<file path="config.mk">
export PLATFORM = sky130hd
export DESIGN_NAME = tea_block_cipher_cbc
export DESIGN_NICKNAME = d
export VERILOG_FILES = /design/src/rtl/tea_pkg.sv /design/src/rtl/tea_block_cipher_cbc.sv /design/src/rtl/tea_round.sv
export SDC_FILE = /design/constraint.sdc
export NUM_CORES = 2
export LEC_CHECK = 0
export ABC_CLOCK_PERIOD_IN_PS = 12300
export BUFFER_PORTS_ARGS = -buffer_cell sky130_fd_sc_hd__buf_4
export CORE_MARGIN = 8
export CORE_UTILIZATION = 42
export CTS_CLUSTER_DIAMETER = 120
export DETAILED_ROUTE_END_ITERATION = 6
export PLACE_DENSITY = 0.69
export REMOVE_ABC_BUFFERS = 1
export SETUP_SLACK_MARGIN = 0.4
export SYNTH_ARGS = -nofsm -noshare
export SYNTH_HDL_FRONTEND = slang
export SYNTH_HIERARCHICAL = 1
export SYNTH_SLANG_ARGS = --single-unit
</file>
<file path="constraint.sdc">
create_clock -name clk -period 12.3 [get_ports clk]
set_input_delay 0.615 -clock clk [delete_from_list [all_inputs] [get_ports clk]]
set_output_delay 0.615 -clock clk [all_outputs]
set_load 0.01 [all_outputs]
</file>
<file path="src/rtl/tea_pkg.sv">
`timescale 1ns / 1ps
// ----------------------------------------------------------------------------
// TEA cipher package
// Shared types and constants for the TEA block cipher with CBC chaining.
// ----------------------------------------------------------------------------
package tea_pkg;

  // Round constant added to (encrypt) or subtracted from (decrypt) the running sum once per TEA cycle.
  localparam logic [31:0] TEA_DELTA = 32'h9E37_79B9;

  localparam int unsigned WORD_W  = 32;
  localparam int unsigned BLOCK_W = 64;
  localparam int unsigned CYCLE_W = 7;
  localparam int unsigned CFG_AW  = 3;

  // Configuration register indexes.
  localparam logic [CFG_AW-1:0] REG_KEY0      = 3'd0;
  localparam logic [CFG_AW-1:0] REG_KEY1      = 3'd1;
  localparam logic [CFG_AW-1:0] REG_KEY2      = 3'd2;
  localparam logic [CFG_AW-1:0] REG_KEY3      = 3'd3;
  localparam logic [CFG_AW-1:0] REG_CYCLES    = 3'd4;
  localparam logic [CFG_AW-1:0] REG_CHAINING  = 3'd5;
  localparam logic [CFG_AW-1:0] REG_IV        = 3'd6;

  localparam logic [CYCLE_W-1:0] CYCLES_RESET = 7'd32;

  // Key words, index 0 is the first big-endian word.
  typedef logic [3:0][WORD_W-1:0] key_t;

  typedef enum logic {
    OP_ENCRYPT = 1'b0,
    OP_DECRYPT = 1'b1
  } op_t;

  // Sequencer states.
  typedef enum logic [1:0] {
    S_IDLE = 2'd0,
    S_RUN  = 2'd1,
    S_FIN  = 2'd2
  } state_t;

endpackage

</file>
<file path="src/rtl/tea_block_cipher_cbc.sv">
`timescale 1ns / 1ps
// ----------------------------------------------------------------------------
// TEA block cipher with CBC chaining
// Iterative TEA engine, one cipher cycle per clock, optional CBC mode.
// ----------------------------------------------------------------------------
// Usage:
// A block enters on the in_ stream when in_tvalid and in_tready are high;
// in_tuser carries the opcode (bit 0, 1 = decrypt) and the new-message flag
// (bit 1, reloads the chain from the IV). The result leaves on the out_
// stream. One shared round unit computes one full TEA cycle per clock. The
// next block is taken once the result of the one before it is registered;
// in_tready is low while a block is in flight. The result sits in an output
// register: a stalled receiver does not block the next input transfer, but a
// finished block waits in the final state until the output register is free.
// Configuration writes go through cfg_we, cfg_addr and cfg_wdata and are
// applied at once; write them only when idle. Synchronous reset clears the
// key, IV and chain to zero, loads the CYCLES_RESET cycle count, selects ECB
// mode, and empties the output register.
// ----------------------------------------------------------------------------
module tea_block_cipher_cbc (
  input  logic        clk,
  input  logic        rst_n,
  // Input stream
  input  logic        in_tvalid,
  output logic        in_tready,
  input  logic [63:0] in_tdata,   // [63:0] in_block
  input  logic [1:0]  in_tuser,   // [0] opcode, [1] new_message
  // Result stream
  output logic        out_tvalid,
  input  logic        out_tready,
  output logic [63:0] out_tdata,  // [63:0] out_block
  // Configuration write port
  input  logic        cfg_we,
  input  logic [2:0]  cfg_addr,
  input  logic [63:0] cfg_wdata
);

  // Configuration registers
  tea_pkg::key_t  key_r;
  logic [6:0]     cycle_count_r;
  logic           chaining_on_r;
  logic [63:0]    iv_r;

  // Sequencer and datapath registers
  tea_pkg::state_t state_r;
  tea_pkg::state_t state_nxt;
  logic [6:0]      cnt_r;
  logic [31:0]     v0_r;
  logic [31:0]     v1_r;
  logic [31:0]     sum_r;
  logic [63:0]     blk_r;
  tea_pkg::op_t    op_r;
  logic [63:0]     chain_r;
  logic [63:0]     out_data_r;
  logic            out_valid_r;

  // Control decode
  logic            accept;
  logic            step_en;
  logic            fin_en;
  logic            out_free;

  // Derived values
  tea_pkg::op_t    in_op;
  logic            in_new_msg;
  logic [63:0]     chain_eff;
  logic [63:0]     start_blk;
  logic [31:0]     dec_sum0;
  logic [31:0]     round_v0;
  logic [31:0]     round_v1;
  logic [63:0]     result;

  assign in_op      = tea_pkg::op_t'(in_tuser[0]);
  assign in_new_msg = in_tuser[1];
  assign out_free   = !out_valid_r || out_tready;

  // Configuration writes; an index beyond the list is ignored.
  always_ff @(posedge clk) begin
    if (!rst_n) begin
      key_r         <= '0;
      cycle_count_r <= tea_pkg::CYCLES_RESET;
      chaining_on_r <= 1'b0;
      iv_r          <= '0;
    end else if (cfg_we) begin
      unique case (cfg_addr)
        tea_pkg::REG_KEY0:     key_r[0]      <= cfg_wdata[31:0];
        tea_pkg::REG_KEY1:     key_r[1]      <= cfg_wdata[31:0];
        tea_pkg::REG_KEY2:     key_r[2]      <= cfg_wdata[31:0];
        tea_pkg::REG_KEY3:     key_r[3]      <= cfg_wdata[31:0];
        tea_pkg::REG_CYCLES:   cycle_count_r <= cfg_wdata[6:0];
        tea_pkg::REG_CHAINING: chaining_on_r <= cfg_wdata[0];
        tea_pkg::REG_IV:       iv_r          <= cfg_wdata;
        default: ;
      endcase
    end
  end

  // Next state of the sequencer.
  always_comb begin
    state_nxt = state_r;
    unique case (state_r)
      tea_pkg::S_IDLE: begin
        if (in_tvalid) begin
          state_nxt = (cycle_count_r == 7'd0) ? tea_pkg::S_FIN : tea_pkg::S_RUN;
        end
      end
      tea_pkg::S_RUN: begin
        if (cnt_r == 7'd1) begin
          state_nxt = tea_pkg::S_FIN;
        end
      end
      tea_pkg::S_FIN: begin
        if (out_free) begin
          state_nxt = tea_pkg::S_IDLE;
        end
      end
      default: state_nxt = tea_pkg::S_IDLE;
    endcase
  end

  // Sequencer outputs.
  always_comb begin
    in_tready = 1'b0;
    step_en   = 1'b0;
    fin_en    = 1'b0;
    unique case (state_r)
      tea_pkg::S_IDLE: in_tready = 1'b1;
      tea_pkg::S_RUN:  step_en   = 1'b1;
      tea_pkg::S_FIN:  fin_en    = out_free;
      default: ;
    endcase
  end

  assign accept = in_tvalid && in_tready;

  always_ff @(posedge clk) begin
    if (!rst_n) begin
      state_r <= tea_pkg::S_IDLE;
    end else begin
      state_r <= state_nxt;
    end
  end

  // Chain value after an optional reload, and the block entering the cipher.
  assign chain_eff = in_new_msg ? iv_r : chain_r;
  assign start_blk = (chaining_on_r && in_op == tea_pkg::OP_ENCRYPT) ?
                     (in_tdata ^ chain_eff) : in_tdata;
  assign dec_sum0  = 32'(tea_pkg::TEA_DELTA * 32'(cycle_count_r));

  // Shared round unit.
  tea_round u_round (
    .v0_i  (v0_r),
    .v1_i  (v1_r),
    .sum_i (sum_r),
    .key_i (key_r),
    .op_i  (op_r),
    .v0_o  (round_v0),
    .v1_o  (round_v1)
  );

  // Load on transfer, then one cipher cycle per clock.
  always_ff @(posedge clk) begin
    if (accept) begin
      v0_r  <= start_blk[63:32];
      v1_r  <= start_blk[31:0];
      blk_r <= in_tdata;
      op_r  <= in_op;
      sum_r <= (in_op == tea_pkg::OP_DECRYPT) ? dec_sum0 : tea_pkg::TEA_DELTA;
    end else if (step_en) begin
      v0_r  <= round_v0;
      v1_r  <= round_v1;
      sum_r <= (op_r == tea_pkg::OP_DECRYPT) ? (sum_r - tea_pkg::TEA_DELTA) :
                                               (sum_r + tea_pkg::TEA_DELTA);
    end
  end

  // Remaining cipher cycles.
  always_ff @(posedge clk) begin
    if (!rst_n) begin
      cnt_r <= '0;
    end else if (accept) begin
      cnt_r <= cycle_count_r;
    end else if (step_en) begin
      cnt_r <= cnt_r - 7'd1;
    end
  end

  // Decryption in CBC mode XORs the chain after the cipher.
  assign result = {v0_r, v1_r} ^
                  ((chaining_on_r && op_r == tea_pkg::OP_DECRYPT) ? chain_r : 64'd0);

  // Chain register: reload at message start, update when a block finishes in CBC mode.
  always_ff @(posedge clk) begin
    if (!rst_n) begin
      chain_r <= '0;
    end else if (accept && in_new_msg) begin
      chain_r <= iv_r;
    end else if (fin_en && chaining_on_r) begin
      chain_r <= (op_r == tea_pkg::OP_DECRYPT) ? blk_r : result;
    end
  end

  // Output register.
  always_ff @(posedge clk) begin
    if (!rst_n) begin
      out_valid_r <= 1'b0;
    end else if (fin_en) begin
      out_valid_r <= 1'b1;
    end else if (out_tready) begin
      out_valid_r <= 1'b0;
    end
  end

  always_ff @(posedge clk) begin
    if (fin_en) begin
      out_data_r <= result;
    end
  end

  assign out_tvalid = out_valid_r;
  assign out_tdata  = out_data_r;

`ifndef ASSERT_OFF
  // A transfer with a nonzero cycle count starts the iteration.
  a_start_run: assert property (@(posedge clk) disable iff (!rst_n)
    accept && cycle_count_r != 7'd0 |=> state_r == tea_pkg::S_RUN)
    else $error("transfer did not start the cipher iteration");

  // The cycle counter never sits at zero while iterating.
  a_run_cnt: assert property (@(posedge clk) disable iff (!rst_n)
    state_r == tea_pkg::S_RUN |-> cnt_r != 7'd0)
    else $error("iteration running with no cycles left");

  // Each iteration step counts down by one and keeps running until the last.
  a_run_step: assert property (@(posedge clk) disable iff (!rst_n)
    state_r == tea_pkg::S_RUN && cnt_r != 7'd1 |=>
      state_r == tea_pkg::S_RUN && cnt_r == $past(cnt_r) - 7'd1)
    else $error("iteration counter stepped incorrectly");

  // A finished block lands in the output register and frees the engine.
  a_finish: assert property (@(posedge clk) disable iff (!rst_n)
    state_r == tea_pkg::S_FIN && out_free |=>
      out_valid_r && state_r == tea_pkg::S_IDLE)
    else $error("finished block was not delivered to the output register");
`endif

endmodule

</file>
<file path="src/rtl/tea_round.sv">
`timescale 1ns / 1ps
// ----------------------------------------------------------------------------
// TEA round unit
// One full TEA cycle (two Feistel half-steps), forward or inverse.
// ----------------------------------------------------------------------------
module tea_round (
  input  logic [31:0]     v0_i,
  input  logic [31:0]     v1_i,
  input  logic [31:0]     sum_i,
  input  tea_pkg::key_t   key_i,
  input  tea_pkg::op_t    op_i,
  output logic [31:0]     v0_o,
  output logic [31:0]     v1_o
);

  // TEA mixing function of one half-step.
  function automatic logic [31:0] mix(input logic [31:0] v, input logic [31:0] s,
                                      input logic [31:0] ka, input logic [31:0] kb);
    mix = ((v << 4) + ka) ^ (v + s) ^ ((v >> 5) + kb);
  endfunction

  logic [31:0] enc_v0;
  logic [31:0] enc_v1;
  logic [31:0] dec_v0;
  logic [31:0] dec_v1;

  // Encryption updates v0 first, then v1 with the new v0.
  assign enc_v0 = v0_i + mix(v1_i, sum_i, key_i[0], key_i[1]);
  assign enc_v1 = v1_i + mix(enc_v0, sum_i, key_i[2], key_i[3]);

  // Decryption undoes v1 first, then v0 with the restored v1.
  assign dec_v1 = v1_i - mix(v0_i, sum_i, key_i[2], key_i[3]);
  assign dec_v0 = v0_i - mix(dec_v1, sum_i, key_i[0], key_i[1]);

  assign v0_o = (op_i == tea_pkg::OP_DECRYPT) ? dec_v0 : enc_v0;
  assign v1_o = (op_i == tea_pkg::OP_DECRYPT) ? dec_v1 : enc_v1;

endmodule
</file>
[Word level (Yosys, flattened, before mapping)]
Index checks and enable logic that the tools add are counted.
Cells by class
  add/sub/neg operators: 19
  $mul: 1
  equal/unequal tests: 12
  muxes and demuxes: 28
  bitwise gates (word level): 11
  reduce and logical (&&, ||, !) cells: 21
Operators by type and width (number)
  two-way mux 64 bit: 6
  adder 32 bit: 10
  two-way mux 32 bit: 10
  bitwise XOR 32 bit: 8
  adder 27 x 32 -> 32 bit: 4
  bitwise XOR 64 bit: 2
  subtractor 32 bit: 2
  adder 32 bit (second input constant): 1
  multiplier 32 x 7 -> 32 bit (first input constant): 1
  subtractor 32 bit (second input constant): 1
  two-way mux 7 bit: 2
  AND reduction 2 bit: 7
  == test 3 bit (second input constant): 3
  two-way mux 2 bit: 4
  == test 7 x 1 -> 1 bit (second input constant): 1
  zero test 7 bit: 1
  subtractor 7 x 1 -> 7 bit (second input constant): 1
  == test 3 x 2 -> 1 bit (second input constant): 2
  inequality test 2 bit (second input constant): 3
  one-hot mux 2 bit (3 select lines): 1
  nonzero test 2 bit: 3
  logical AND 1 bit: 5
  two-way mux 1 bit: 5
  == test 3 x 1 -> 1 bit (second input constant): 1
  8 further kinds: 8
Storage, ports and cells
  register bits: 499
  input port bits: 138

[Depth between registers and ports, before layout]
  depth in word-level cells: 11
  gate-level depth with buffers: 49
  depth with buffers taken out: 49

[Cells and area by module]
The synthesis kept the hierarchy.
By module, submodules not included
  tea_block_cipher_cbc: instances 1, cells each 2712, area each 25480.7 µm²
  tea_round: instances 1, cells each 3268, area each 24433.4 µm²

[Worst setup path after synthesis]
Ideal clock, no wire load.
  path type: reg-to-reg
  start: register v1_r[0]
  end: register v1_r[31] (data pin)
  setup time: 0.268 ns
  data arrival time: 8.653 ns
  required time: 12.032 ns
  path slack: 3.379 ns
  stages on the path, launching flop included: 48
  buffers on the path: 0
  clock period less this slack: 8.921 ns
  cells stage by stage: edfxtp_1 ha_1 inv_1 fa_1 nor2b_1 o21ai_0 nand2b_1 a2111oi_0 a21oi_1 a21oi_1 o31ai_1 a21oi_1 xnor2_1 xnor2_1 ha_1 o21a_1 nor2_1 or2_2 [12 not listed] nor3_1 xnor2_1 xor2_1 ha_1 and3_1 nand2_1 or3_1 or4_1 o32ai_1 o21ai_0 nor3_1 nor3_1 o21bai_1 a21oi_1 xnor2_1 mux2_2 nand2_1 o21ai_0
On the way
  longest elaborated chain between the ends: 11
Ends and longest elaborated chain
  from (decl): line tea_block_cipher_cbc.sv:49  | logic [31:0] v1_r;
  from (signal assigned): line tea_block_cipher_cbc.sv:165  | v1_r <= start_blk[31:0];
  from (signal assigned): line tea_block_cipher_cbc.sv:171  | v1_r <= round_v1;
  adder 32 bit: line tea_round.sv:19  | mix = ((v << 4) + ka) ^ (v + s) ^ ((v >> 5) + kb);
  bitwise XOR 32 bit (2 in series): line tea_round.sv:19
  adder 32 bit: line tea_round.sv:28  | assign enc_v0 = v0_i + mix(v1_i, sum_i, key_i[0], key_i[1]);
  adder 32 bit: line tea_round.sv:19
  bitwise XOR 32 bit (2 in series): line tea_round.sv:19
  adder 32 bit: line tea_round.sv:29  | assign enc_v1 = v1_i + mix(enc_v0, sum_i, key_i[2], key_i[3]);
  two-way mux 32 bit (*): line tea_round.sv:36  | assign v1_o = (op_i == tea_pkg::OP_DECRYPT) ? dec_v1 : enc_v1;
  via round_v1[31]: line tea_block_cipher_cbc.sv:70  | logic [31:0] round_v1;
  two-way mux 32 bit (*): line tea_block_cipher_cbc.sv:169  | end else if (step_en) begin
  two-way mux 32 bit (*): line tea_block_cipher_cbc.sv:163  | if (accept) begin
Mark *: on every way through the listed nets, which the timed path passes. The rest lies on a longest branch. The select of a mux whose other input is x is not followed.
A chain may end at the register's enable or synchronous reset.

[Worst setup path in the final report]
  start: register sum_r[1]
  end: register v1_r[31] (data pin)
On the way
  longest elaborated chain between the ends: 11
Ends and longest elaborated chain
  from (decl): line tea_block_cipher_cbc.sv:50  | logic [31:0] sum_r;
  from (signal assigned): line tea_block_cipher_cbc.sv:168  | sum_r <= (in_op == tea_pkg::OP_DECRYPT) ? dec_sum0 : tea_pkg::TEA_DELTA;
  from (signal assigned): line tea_block_cipher_cbc.sv:172  | sum_r <= (op_r == tea_pkg::OP_DECRYPT) ? (sum_r - tea_pkg::TEA_DELTA) :
  adder 32 bit: line tea_round.sv:19
  bitwise XOR 32 bit (2 in series): line tea_round.sv:19
  adder 32 bit: line tea_round.sv:28
  adder 32 bit: line tea_round.sv:19
  bitwise XOR 32 bit (2 in series): line tea_round.sv:19
  adder 32 bit: line tea_round.sv:29
  two-way mux 32 bit (*): line tea_round.sv:36
  via round_v1[31]: line tea_block_cipher_cbc.sv:70
  two-way mux 32 bit (*): line tea_block_cipher_cbc.sv:169
  two-way mux 32 bit (*): line tea_block_cipher_cbc.sv:163
Marks and branches as above.

==> impl_metrics.sql <==
INSERT INTO impl_metrics (metric_group, metric, value, unit) VALUES
('final_layout', 'design_area', '0.05541', 'mm^2'),
('critical_path', 'crit_type', 'reg -> reg', ''),
('cts', 'cts_h_tree_lvls', '2', ''),
('yosys', 'post_synth_inst_count', '5980', ''),
('grt', 'first_global_vias', '45226', ''),
('status', 'status', 'finished, final reports clean', ''),
('flow_run', 'cap_viol_max_count', '0', ''),
('timing', 'post-route-worst-setup-slack', '1.052', 'ns'),
('detailed_routing', 'post-route-drc-count', '0', ''),
('grt', 'maximum_number_of_pins_on_one_net_before_global_route_repair', '85', ''),
('cts', 'num_cts_buffers', '59', ''),
('floorplanning', 'floorplan.die.width', '360.7', 'um'),
('final_layout', 'multi_input_area', '0.03623', 'mm^2'),
('final_layout', 'area_added_between_synthesis_and_finish', '11.02', '%'),
('yosys', 'synth.top_cell.area_share', '0.1476', ''),
('yosys', 'synth-edff-count', '225', ''),
('yosys', 'synth_warnings', '6', ''),
('placed_design', 'pre_cts_slack', '0.7170', 'ns'),
('timing', 'totalNegativeSetupSlack', '0', 'ns'),
('detailed_routing', 'initialDrtViolationCount', '4486', ''),
('critical_path', 'timing.critical_path.fanout_max', '8', ''),
('yosys', 'synth_seq_area_share', '0.2453', ''),
('timing', 'slew_viol_final', '0', ''),
('floorplanning', 'design.portCount', '204', ''),
('detailed_routing', 'route.antenna.remaining_nets', '0', ''),
('timing', 'fmax', '0.08891', 'GHz'),
('worst_hold_path', 'hp-class', 'in -> reg', ''),
('yosys', 'synth_top_cells_by_area', 'sky130_fd_sc_hd__ha_1 15%, sky130_fd_sc_hd__edfxtp_1 14%, sky130_fd_sc_hd__xnor2_1 13%, sky130_fd_sc_hd__dfxtp_1 11%, sky130_fd_sc_hd__a21oi_1 7.2%', ''),
('final_layout', 'nets', '6943', ''),
('timing', 'worst_slew_pin_slew', '1.277', 'ns'),
('yosys', 'asyncSetResetFlopFracSynth', '0', ''),
('timing', 'min_period_over_period', '0.9144', ''),
('critical_path', 'cp-start-kind', 'flop', ''),
('cts', 'clock_latency', '0.67', 'ns'),
('critical_path', 'timing.critical_path.slowest_stage_cell', 'sky130_fd_sc_hd__edfxtp_1', ''),
('critical_path', 'crit_arrival', '11.63', 'ns'),
('floorplanning', 'rows', '126', ''),
('cts', 'cts_tree', 'done', ''),
('yosys', 'yosysTopAreaCell', 'sky130_fd_sc_hd__ha_1', ''),
('yosys', 'synth.ff_latch_count', '499', ''),
('floorplanning', 'chipHeight', '360.7', 'um'),
('timing', 'timing.slew.headroom', '0.1437', ''),
('final_layout', 'n_fill_cell', '11497', ''),
('detailed_routing', 'vias_per_cell', '6.035', ''),
('final_layout', 'ff_latch_area', '0.01224', 'mm^2'),
('detailed_routing', 'vias', '46760', ''),
('yosys', 'netlist_area_before_placement', '0.04991', 'mm^2'),
('timing', 'finalHoldViolations', '0', ''),
('cts', 'cts.sinks', '499', ''),
('cts', 'cts.hold.buffers_added', '0', ''),
('timing', 'layout_min_cycle_time', '11.25', 'ns'),
('cts', 'cts_max_path_buffers', '3', ''),
('grt', 'globalRoute.totalOverflow', '0', ''),
('critical_path', 'cp.required', '12.68', 'ns'),
('detailed_routing', 'route.final.wire_length', '194300', 'um'),
('placed_design', 'finalWeightedCongestion', '1.023', ''),
('placed_design', 'port_buffers', '203', ''),
('detailed_routing', 'routed_wire_length_per_instance', '25.08', 'um'),
('timing', 'fin_skew', '0.02217', 'ns'),
('timing', 'timing.final.setup_violations', '0', ''),
('grt', 'globalRouteTotalUtil', '0.2832', ''),
('cts', 'clock-root-buffer', 'sky130_fd_sc_hd__clkbuf_16', ''),
('yosys', 'synthDistinctLibCells', '91', ''),
('floorplanning', 'dieArea', '0.1301', 'mm^2'),
('yosys', 'postSynth.topFlopCell', 'sky130_fd_sc_hd__dfxtp_1', ''),
('timing', 'grt_setup_unrepaired', 'no', ''),
('placed_design', 'dp_hpwl', '155000', 'um'),
('final_layout', 'ratio_of_cells_with_drive_above_1_in_the_final_layout', '0.07796', ''),
('detailed_routing', 'drtPass1Iterations', '6', ''),
('grt', 'first_pass_grt_wire_length', '283500', 'um'),
('critical_path', 'max_stage_delay', '0.60', 'ns'),
('placed_design', 'detailed_place.area', '0.05346', 'mm^2'),
('cts', 'cts.clk_slew.worst_paths', '0.06', 'ns'),
('grt', 'antenna_violations_before_repair', '11', ''),
('floorplanning', 'core_footprint', '0.1179', 'mm^2'),
('critical_path', 'critPathMostFrequentCell', 'sky130_fd_sc_hd__a21oi_1', ''),
('critical_path', 'end_kind', 'flop', ''),
('yosys', 'avgSynthCellArea', '8.347', 'um^2'),
('floorplanning', 'floorplan.initialDensity', '0.4233', '');
## cell usage after synthesis, drive strengths merged (12+ instances only)
cell type,instances
nand2,769
xnor2,726
a21oi,721
ha,589
nor2,401
o21ai,307
dfxtp,274
a21o,257
inv,229
edfxtp,225
clkbuf,154
xor2,153
mux2i,133
a211oi,106
o21bai,80
nand3,76
o21a,69
fa,58
nor2b,57
nor3,55
nand2b,54
a31oi,43
nand4,36
and3,33
a21boi,27
o211ai,27
buf,24
mux2,24
o31ai,24
or2,19
a22oi,15
or3,14
or4,13
a2111oi,12
and2,12
## area by class of cell
type,count,share of cell area
Inverter,230,0.01576
Clock inverter,32,0.005103
Sequential cell,499,0.2209
Clock buffer,79,0.02949
Multi-Input combinational cell,5073,0.6539
Timing Repair Buffer,295,0.03997
Antenna cell,4,0.0001806
Tap cell,1536,0.03468
## critical path, delay by kind of cell (launching register included)
kind	cells	cell delay (ns)
muxes	1	0.26
and+or+nand+nor	16	2.89
adders and majority gates	4	1.28
xor gates and xnor gates	5	1.09
buffers and inverters	3	0.68
AOI/OAI and AO/OA	20	4.11
DFF	1	0.60
## per-stage QoR
| step | instances | hold slack (ns) | utilization |
|---|---|---|---|
| floorplan | 5802 | 0.4441 | - |
| global placement | 7633 | 0.4567 | 0.4534 |
| detailed placement | 7633 | 0.4606 | 0.4534 |
| CTS | 7744 | 0.1054 | 0.4696 |
| global route | 7744 | 0.1212 | 0.4698 |
| finish | 7748 | 0.1398 | 0.4699 |
## metal layers
layer  wire [um]  GRT usage  part of all wire
met3       16650    0.05404             0.086
met1       84390     0.3802              0.43
met2       86060     0.4557              0.44
met5          34          0           0.00017
met4        7207    0.09542             0.037
## path summary, 6_finish.rpt
path / startpoint / to / slack (ns) / depth (start not counted)
max: sum_r[1] / v1_r[31] / 1.05 / 49
min: in_tdata[34] / blk_r[34] / 0.14 / 1
max reg2reg: sum_r[1] / v1_r[31] / 1.05 / 49
min reg2reg: key_r[31] / key_r[31] / 0.47 / 2
## placed cells by master, fill, tap and decap left out, types with 14 or more instances in the layout
cell type                   Yosys  final
sky130_fd_sc_hd__a211oi_1     104    104
sky130_fd_sc_hd__a21boi_0      26     25
sky130_fd_sc_hd__a21o_1       257    257
sky130_fd_sc_hd__a21oi_1      717    717
sky130_fd_sc_hd__a22oi_1       15     15
sky130_fd_sc_hd__a31oi_1       42     42
sky130_fd_sc_hd__and3_1        33     32
sky130_fd_sc_hd__buf_4          0    295
sky130_fd_sc_hd__clkbuf_1     154     14
sky130_fd_sc_hd__clkbuf_16      0     61
sky130_fd_sc_hd__dfxtp_1      274    274
sky130_fd_sc_hd__edfxtp_1     225    225
sky130_fd_sc_hd__fa_1          58     58
sky130_fd_sc_hd__ha_1         589    589
sky130_fd_sc_hd__inv_1        229    228
sky130_fd_sc_hd__mux2_2        23     23
sky130_fd_sc_hd__mux2i_1      133    133
sky130_fd_sc_hd__nand2_1      769    767
sky130_fd_sc_hd__nand2b_1      54     53
sky130_fd_sc_hd__nand3_1       76     75
sky130_fd_sc_hd__nand4_1       36     36
sky130_fd_sc_hd__nor2_1       400    397
sky130_fd_sc_hd__nor2b_1       56     56
sky130_fd_sc_hd__nor3_1        55     54
sky130_fd_sc_hd__o211ai_1      26     26
sky130_fd_sc_hd__o21a_1        69     69
sky130_fd_sc_hd__o21ai_0      301    298
sky130_fd_sc_hd__o21bai_1      80     80
sky130_fd_sc_hd__o31ai_1       24     24
sky130_fd_sc_hd__or2_2         18     18
sky130_fd_sc_hd__or3_1         14     14
sky130_fd_sc_hd__xnor2_1      726    725
sky130_fd_sc_hd__xor2_1       153    152
## cells by family after synthesis
kind of cell    count (synthesis)  synth area share
xor+xnor                      886            0.1574
mux                           157           0.03209
simple gates                 1574            0.1373
flops                         499            0.2453
fa+ha+maj                     647            0.1709
buf+inv                       408           0.03071
compound gates               1809            0.2264
## registers in the layout (all words and copies together), names as in the netlist
register       cells
chaining_on_r      1
v0_r              32
v1_r              32
op_r               1
cycle_count_r      7
cnt_r              7
chain_r           64
out_tvalid         1
blk_r             64
key_r            128
out_tdata         64
state_r            2
sum_r             32
iv_r              64
## timing repair
action | CTS | global route
resized for setup | 0 | 6
setup endpoints to repair | 0 | 3
setup buffers | 0 | 0
Power is not shown: default switching activity piles up to over one toggle a cycle in this logic, so the estimate is an artifact.
